==> config.mk <==
export PLATFORM = sky130hd
export DESIGN_NAME = keyboard_scancode_line_buffer
export DESIGN_NICKNAME = d
export VERILOG_FILES = /design/src/hdl/kbl_pkg.sv /design/src/hdl/kbl_cell.sv /design/src/hdl/keyboard_scancode_line_buffer.sv
export SDC_FILE = /design/constraint.sdc
export NUM_CORES = 1
export LEC_CHECK = 0
export ABC_AREA = 1
export BUFFER_PORTS_ARGS = -buffer_cell sky130_fd_sc_hd__buf_2
export CORE_ASPECT_RATIO = 0.75
export CORE_MARGIN = 2
export CORE_UTILIZATION = 33
export CTS_BUF_LIST = sky130_fd_sc_hd__clkbuf_2 sky130_fd_sc_hd__clkbuf_4 sky130_fd_sc_hd__clkbuf_8
export CTS_CLUSTER_SIZE = 12
export DETAILED_ROUTE_END_ITERATION = 16
export PLACE_DENSITY_LB_ADDON = 0.3
export SKIP_LAST_GASP = 1
export SLEW_MARGIN = 20
export SYNTH_ARGS = -nofsm -noshare
export SYNTH_HDL_FRONTEND = slang
export SYNTH_HIERARCHICAL = 1
export SYNTH_SLANG_ARGS = --single-unit
==> constraint.sdc <==
create_clock -name clk -period 9.6 [get_ports clk]
set_input_delay 2.4 -clock clk [delete_from_list [all_inputs] [get_ports clk]]
set_output_delay 2.4 -clock clk [all_outputs]
set_load 0.005 [all_outputs]
==> src/hdl/kbl_pkg.sv <==
// shared types, constants and scan code tables for the keyboard line buffer
package kbl_pkg;

	localparam int LINE_DEPTH_DEF = 64;

	localparam logic [7:0] KEY_RELEASE  = 8'h80;
	localparam logic [7:0] KEY_MAX_CODE = 8'h3a;
	localparam logic [7:0] KEY_LSHIFT   = 8'h2a;
	localparam logic [7:0] KEY_RSHIFT   = 8'h36;
	localparam logic [7:0] CH_NEWLINE   = 8'h0a;
	localparam logic [7:0] CH_BACKSPACE = 8'h08;

	localparam logic       CMD_SCAN = 1'b0;
	localparam logic       CMD_READ = 1'b1;

	localparam logic [1:0] KIND_ECHO   = 2'd0;
	localparam logic [1:0] KIND_LINE   = 2'd1;
	localparam logic [1:0] KIND_NOLINE = 2'd2;

	typedef struct packed {
		logic       cmd;
		logic [7:0] scan_code;
	} item_t;

	typedef struct packed {
		logic [7:0] out_char;
		logic [1:0] out_kind;
		logic       last;
	} result_t;

	typedef struct packed {
		logic       shift;
		logic [7:0] wr_char;
	} cell_ctrl_t;

	localparam logic [7:0] PLAIN_MAP [64] = '{
		8'h00, 8'h1b, 8'h31, 8'h32, 8'h33, 8'h34, 8'h35, 8'h36,
		8'h37, 8'h38, 8'h39, 8'h30, 8'h2d, 8'h3d, 8'h08, 8'h09,
		8'h71, 8'h77, 8'h65, 8'h72, 8'h74, 8'h79, 8'h75, 8'h69,
		8'h6f, 8'h70, 8'h5b, 8'h5d, 8'h0a, 8'h00, 8'h61, 8'h73,
		8'h64, 8'h66, 8'h67, 8'h68, 8'h6a, 8'h6b, 8'h6c, 8'h3b,
		8'h27, 8'h60, 8'h00, 8'h5c, 8'h7a, 8'h78, 8'h63, 8'h76,
		8'h62, 8'h6e, 8'h6d, 8'h2c, 8'h2e, 8'h2f, 8'h00, 8'h2a,
		8'h00, 8'h20, 8'h00, 8'h00, 8'h00, 8'h00, 8'h00, 8'h00
	};

	localparam logic [7:0] SHIFT_MAP [64] = '{
		8'h00, 8'h1b, 8'h21, 8'h40, 8'h23, 8'h24, 8'h25, 8'h5e,
		8'h26, 8'h2a, 8'h28, 8'h29, 8'h5f, 8'h2b, 8'h08, 8'h09,
		8'h51, 8'h57, 8'h45, 8'h52, 8'h54, 8'h59, 8'h55, 8'h49,
		8'h4f, 8'h50, 8'h7b, 8'h7d, 8'h0a, 8'h00, 8'h41, 8'h53,
		8'h44, 8'h46, 8'h47, 8'h48, 8'h4a, 8'h4b, 8'h4c, 8'h3a,
		8'h22, 8'h7e, 8'h00, 8'h7c, 8'h5a, 8'h58, 8'h43, 8'h56,
		8'h42, 8'h4e, 8'h4d, 8'h3c, 8'h3e, 8'h3f, 8'h00, 8'h2a,
		8'h00, 8'h20, 8'h00, 8'h00, 8'h00, 8'h00, 8'h00, 8'h00
	};

	function automatic logic [7:0] map_char(input logic shifted, input logic [5:0] code);
		map_char = shifted ? SHIFT_MAP[code] : PLAIN_MAP[code];
	endfunction

endpackage

==> src/hdl/kbl_cell.sv <==
// one character cell of the line store row
module kbl_cell (
	input  logic                clk,
	input  kbl_pkg::cell_ctrl_t ctrl,
	input  logic                wr_sel,
	input  logic [7:0]          nxt_char,
	output logic [7:0]          cell_char
);
	import kbl_pkg::*;

	logic [7:0] char_q;

	always_ff @(posedge clk) begin
		if (wr_sel) begin
			char_q <= ctrl.wr_char;
		end else if (ctrl.shift) begin
			char_q <= nxt_char;
		end
	end

	assign cell_char = char_q;

endmodule

==> src/hdl/keyboard_scancode_line_buffer.sv <==
// top level: scan code decode, line store cell row and read sequencer
// A scan code beat's echo, if any, goes to the result register in the same
// cycle that the beat is taken, and a new beat is taken only when that
// register is free or being emptied. A read request rotates the row of
// LINE_DEPTH cells once all the way round while cell 0 is checked for the
// first newline in the filled part, then either one no-line result follows
// or the line is shifted out of cell 0 at one character per cycle while the
// result side is not stalling. The cell row is the only store and needs no
// clearing after reset.
module keyboard_scancode_line_buffer #(
	parameter int LINE_DEPTH = kbl_pkg::LINE_DEPTH_DEF
) (
	input  logic             clk,
	input  logic             arst_n,
	input  logic             item_valid,
	output logic             item_ready,
	input  kbl_pkg::item_t   item,
	output logic             result_valid,
	input  logic             result_ready,
	output kbl_pkg::result_t result
);
	import kbl_pkg::*;

	localparam int IDX_W = $clog2(LINE_DEPTH);
	localparam int CNT_W = $clog2(LINE_DEPTH + 1);

	typedef enum logic [1:0] {
		ST_IDLE,
		ST_SEARCH,
		ST_REPORT,
		ST_EMIT
	} state_t;

	state_t           state_q;
	logic [CNT_W-1:0] fill_q;
	logic [CNT_W-1:0] len_q;
	logic [IDX_W-1:0] cnt_q;
	logic             found_q;
	logic             shift_held_q;
	logic             result_valid_q;
	result_t          result_q;

	logic [7:0]       cell_char [LINE_DEPTH];
	logic [7:0]       nxt_char  [LINE_DEPTH];
	logic [LINE_DEPTH-1:0] wr_sel;
	cell_ctrl_t       cell_ctrl;

	logic             slot_free;
	logic             accept;
	logic [7:0]       code;
	logic             is_break;
	logic             is_shift_make;
	logic [7:0]       key_char;
	logic             echo;
	logic             append;
	logic             emit_go;
	logic             load_result;
	logic             hit;
	logic             last_char;

	assign slot_free  = !result_valid_q || result_ready;
	assign item_ready = (state_q == ST_IDLE) && slot_free;
	assign accept     = item_valid && item_ready;

	assign code          = item.scan_code;
	assign is_break      = (code & KEY_RELEASE) != 8'h00;
	assign is_shift_make = (code == KEY_LSHIFT) || (code == KEY_RSHIFT);

	always_comb begin
		key_char = 8'h00;
		if (!is_break && !is_shift_make && code <= KEY_MAX_CODE) begin
			key_char = map_char(shift_held_q, code[5:0]);
		end
	end

	assign echo   = accept && (item.cmd == CMD_SCAN) && (key_char != 8'h00);
	assign append = echo && (key_char != CH_BACKSPACE) && (fill_q < CNT_W'(LINE_DEPTH));

	assign emit_go     = (state_q == ST_EMIT) && slot_free;
	assign load_result = echo || ((state_q == ST_REPORT) && slot_free) || emit_go;
	assign hit       = !found_q && (CNT_W'(cnt_q) < fill_q) && (cell_char[0] == CH_NEWLINE);
	assign last_char = (CNT_W'(cnt_q) + CNT_W'(1)) == len_q;

	assign cell_ctrl.shift   = (state_q == ST_SEARCH) || emit_go;
	assign cell_ctrl.wr_char = key_char;

	for (genvar i = 0; i < LINE_DEPTH; i++) begin : g_cell
		if (i == LINE_DEPTH - 1) begin : g_wrap
			assign nxt_char[i] = cell_char[0];
		end else begin : g_link
			assign nxt_char[i] = cell_char[i+1];
		end

		assign wr_sel[i] = append && (fill_q == CNT_W'(i));

		kbl_cell u_cell (
			.clk       (clk),
			.ctrl      (cell_ctrl),
			.wr_sel    (wr_sel[i]),
			.nxt_char  (nxt_char[i]),
			.cell_char (cell_char[i])
		);
	end

	always_ff @(posedge clk or negedge arst_n) begin
		if (!arst_n) begin
			state_q        <= ST_IDLE;
			fill_q         <= '0;
			len_q          <= '0;
			cnt_q          <= '0;
			found_q        <= 1'b0;
			shift_held_q   <= 1'b0;
			result_valid_q <= 1'b0;
			result_q       <= '0;
		end else begin
			if (result_valid_q && result_ready && !load_result) begin
				result_valid_q <= 1'b0;
			end
			unique case (state_q)
				ST_IDLE: begin
					if (accept) begin
						if (item.cmd == CMD_READ) begin
							state_q <= ST_SEARCH;
							cnt_q   <= '0;
							found_q <= 1'b0;
							len_q   <= '0;
						end else begin
							if (is_break) begin
								if (code == (KEY_LSHIFT | KEY_RELEASE) ||
								    code == (KEY_RSHIFT | KEY_RELEASE)) begin
									shift_held_q <= 1'b0;
								end
							end else if (is_shift_make) begin
								shift_held_q <= 1'b1;
							end
							if (echo) begin
								result_q       <= '{out_char: key_char, out_kind: KIND_ECHO,
								                    last: 1'b1};
								result_valid_q <= 1'b1;
								if (key_char == CH_BACKSPACE) begin
									if (fill_q != '0) begin
										fill_q <= fill_q - CNT_W'(1);
									end
								end else if (append) begin
									fill_q <= fill_q + CNT_W'(1);
								end
							end
						end
					end
				end
				ST_SEARCH: begin
					if (hit) begin
						found_q <= 1'b1;
						len_q   <= CNT_W'(cnt_q) + CNT_W'(1);
					end
					if (cnt_q == IDX_W'(LINE_DEPTH - 1)) begin
						cnt_q   <= '0;
						state_q <= (found_q || hit) ? ST_EMIT : ST_REPORT;
					end else begin
						cnt_q <= cnt_q + IDX_W'(1);
					end
				end
				ST_REPORT: begin
					if (slot_free) begin
						result_q       <= '{out_char: 8'h00, out_kind: KIND_NOLINE, last: 1'b1};
						result_valid_q <= 1'b1;
						state_q        <= ST_IDLE;
					end
				end
				ST_EMIT: begin
					if (emit_go) begin
						result_q       <= '{out_char: cell_char[0], out_kind: KIND_LINE,
						                    last: last_char};
						result_valid_q <= 1'b1;
						if (last_char) begin
							fill_q  <= fill_q - len_q;
							cnt_q   <= '0;
							state_q <= ST_IDLE;
						end else begin
							cnt_q <= cnt_q + IDX_W'(1);
						end
					end
				end
				default: begin
					state_q <= ST_IDLE;
				end
			endcase
		end
	end

	assign result_valid = result_valid_q;
	assign result       = result_q;

endmodule
==> impl_metrics.ini <==
[power_and_ir_drop]
p_leak_nw = 12.96
vdd_drop_max_mv = 0.1588
p_sw_share_pct = 33.20
pwr-share-seq_pct = 52.5
p_clk_share_pct = 21.4
power.internal_mw = 6.281
combinationalPowerShare_pct = 26.0
switching_power_mw = 3.122
powerDensity_nw_per_um2 = 318.0
power_mw = 9.404

[timing]
whs_ps = 480.3
min_period_over_period_pct = 63.32
slew_headroom_pct = 26.99
hold_violations = 0
min_period_ps = 6079
finalSetupViolCount = 0
skew_ps = 26.14
drv_slew = 0
worst_slew_pin_slew_ps = 1095
fin_tns_setup_ps = 0
rsz0062_at_grt = false
timing.fmax_mhz = 164.5

[clock_network]
numCtsBuffers = 87
htreeDepth = 3
cts_buffer_depth = 3
root_buffer = clkbuf_8
clk_latency_ps = 670
cts_tree = built
cts_resized = 0
clock-sinks = 548
clk_pin_slew_ps = 60
cts_setup_buffers = 0
hold_buffers = 0

[worst_setup_path]
crit_fanout = 29
r2r-end = g_cell[17].u_cell/cell_char[4]
rr_worst_depth = 13
end_kind = register
required_ps = 9930
crit_type = input pin to register
r2r_slack_ps = 5500
crit_end = g_cell[17].u_cell/cell_char[4]
crit_start = item[0]
r2r_start = shift_held_q
cp.arrival_ps = 6400
cp-start-kind = input pin

[routing]
route.detailed.drc = 0
wl_um = 65570
ant_nets = 0
drt_iter0_markers = 1617
wire_per_inst_um = 15.62
vias_per_cell = 4.562
first_pass_iters = 6
vias = 19154

[global_routing]
globalRouteTotalUtil_pct = 15.60
grt_max_degree = 65
grt_pass1_vias = 18015
overflow = 0
use_met1_pct = 24.81
grt_pass1_wl_um = 103000
antenna_found_initial = 1
busiest_layer = met1
grtUsageMet2_pct = 21.28
met3_usage_pct = 2.954

[die]
initial_core_util_pct = 33.37
core_um2 = 80630
std_cell_rows = 90
dieArea_um2 = 83850
die_width_um = 333.7
pin_count = 26
chipHeight_um = 251.3

[place]
place_hpwl_um = 40360
io_buffers = 25
globalplace.congestion = 0.8795

[outcome]
status = complete, no violations

[yosys]
netlist_instances = 2972
syn_area_per_cell_um2 = 9.052
synthTopCellsByArea = edfxtp_1, nand2_1, dfrtp_1
synth_area_um2 = 26900
synth_edf_count = 512
synth-seq-cells = 548
synthArstFlopShare_pct = 6.569
yosys.area.top_type = edfxtp_1
yosysTopAreaCellShare_pct = 57.15
synth_ff_type = edfxtp_1
seq_area_frac_synth_pct = 60.50
ys_types = 41
synth_warnings = 6

[job]
maxCapViolations = 0

[layout]
drive_gt1_share_pct = 9.204
synthToLayoutAreaGrowth_pct = 9.916
nNetsFinal = 3120
final_cell_mix = nand2_1, edfxtp_1, nor2_1
final_common_cell = nand2_1

[worst_hold_path]
hold_path.class = register to register
stage by stage:
step / util (%) / instance area (µm²) / std cells / setup slack [ps]
2_1_floorplan: - / 27140 / 3035 / 3842
3_3_place_gp: 34.52 / 27830 / 4041 / 2767
3_5_place_dp: 34.52 / 27830 / 4041 / 2815
4_1_cts: 36.67 / 29560 / 4198 / 3547
5_1_grt: 36.68 / 29570 / 4199 / 3228
6_report: 36.68 / 29570 / 4199 / 3521
final cells by class:
| class | instances | area, µm² |
|---|---|---|
| multi-input combinational | 2257 | 9485 |
| tap | 1058 | 1324 |
| clock buffer | 124 | 1500 |
| antenna | 1 | 2.502 |
| fill | 8155 | 51060 |
| sequential | 548 | 16280 |
| inverter | 143 | 551.8 |
| clock inverter | 33 | 231.5 |
| timing repair buffer | 35 | 200.2 |
cells by family after synthesis:
| group | synth area share (%) |
|---|---|
| flops | 60.50 |
| fa+ha+maj | 1.656 |
| buf+inv | 5.186 |
| other cells | 0.01394 |
| xor+xnor | 0.6511 |
| simple gates | 30.40 |
| compound gates | 1.600 |
worst min path at each step:
stage | startpoint | end | slack, ps | cells after the start
floorplan | len_q[4] | len_q[4] | 450 | 2
global placement | result[2] | result[2] | 460 | 2
detailed placement | result[4] | result[4] | 460 | 2
CTS | result[4] | result[4] | 490 | 2
global route | result[9] | result[9] | 510 | 2
finish | result[2] | result[2] | 480 | 2
registers in the layout, summed over array words and instances, names as in the netlist:
| signal | cells |
|---|---|
| cnt_q | 6 |
| fill_q | 7 |
| result | 11 |
| found_q | 1 |
| shift_held_q | 1 |
| state_q | 2 |
| len_q | 7 |
| result_valid | 1 |
| g_cell.u_cell/cell_char | 512 |
cells in the mapped netlist, drive strengths merged (3+ instances only):
| cell | number |
|---|---|
| ha | 34 |
| clkinv | 3 |
| a21oi | 25 |
| buf | 75 |
| nor2 | 118 |
| o21ai | 41 |
| edfxtp | 512 |
| xor2 | 19 |
| nand3 | 76 |
| o22ai | 3 |
| nor4 | 3 |
| inv | 140 |
| dfrtp | 36 |
| clkbuf | 12 |
| or2 | 66 |
| nand4 | 3 |
| nor3 | 8 |
| nand2 | 1786 |
power by group through the flow:
| stage | Combinational (mW) | Sequential [mW] | Clock (mW) |
|---|---|---|---|
| global placement | 2.42 | 4.99 | 0 |
| CTS | 2.45 | 4.95 | 2.08 |
| finish | 2.45 | 4.94 | 2.02 |
| floorplan | 1.76 | 4.77 | 0 |
| global route | 2.81 | 5.06 | 2.19 |
| detailed placement | 2.42 | 4.96 | 0 |
routing by layer:
| layer | up-vias | wire length, µm |
|---|---|---|
| met1 | 8822 | 34180 |
| met5 | - | 0 |
| met2 | 586 | 25610 |
| met4 | 0 | 1179 |
| met3 | 84 | 4597 |
| li1 | 9662 | - |
critical path, stage by stage:
cell	delay [ps]
buf_2	210
inv_1	150
ha_1	230
nand2_1	230
nor3_1	90
nor2_2	160
nand2_2	100
clkinv_4	90
nand2_2	70
a21oi_4	110
buf_4	400
nor2_4	150
nand2_4	150
nand4_4	200
nor2_4	230
nand2_2	170
nor2_1	790
or2_1	430
(Power assumes the default switching activity.)
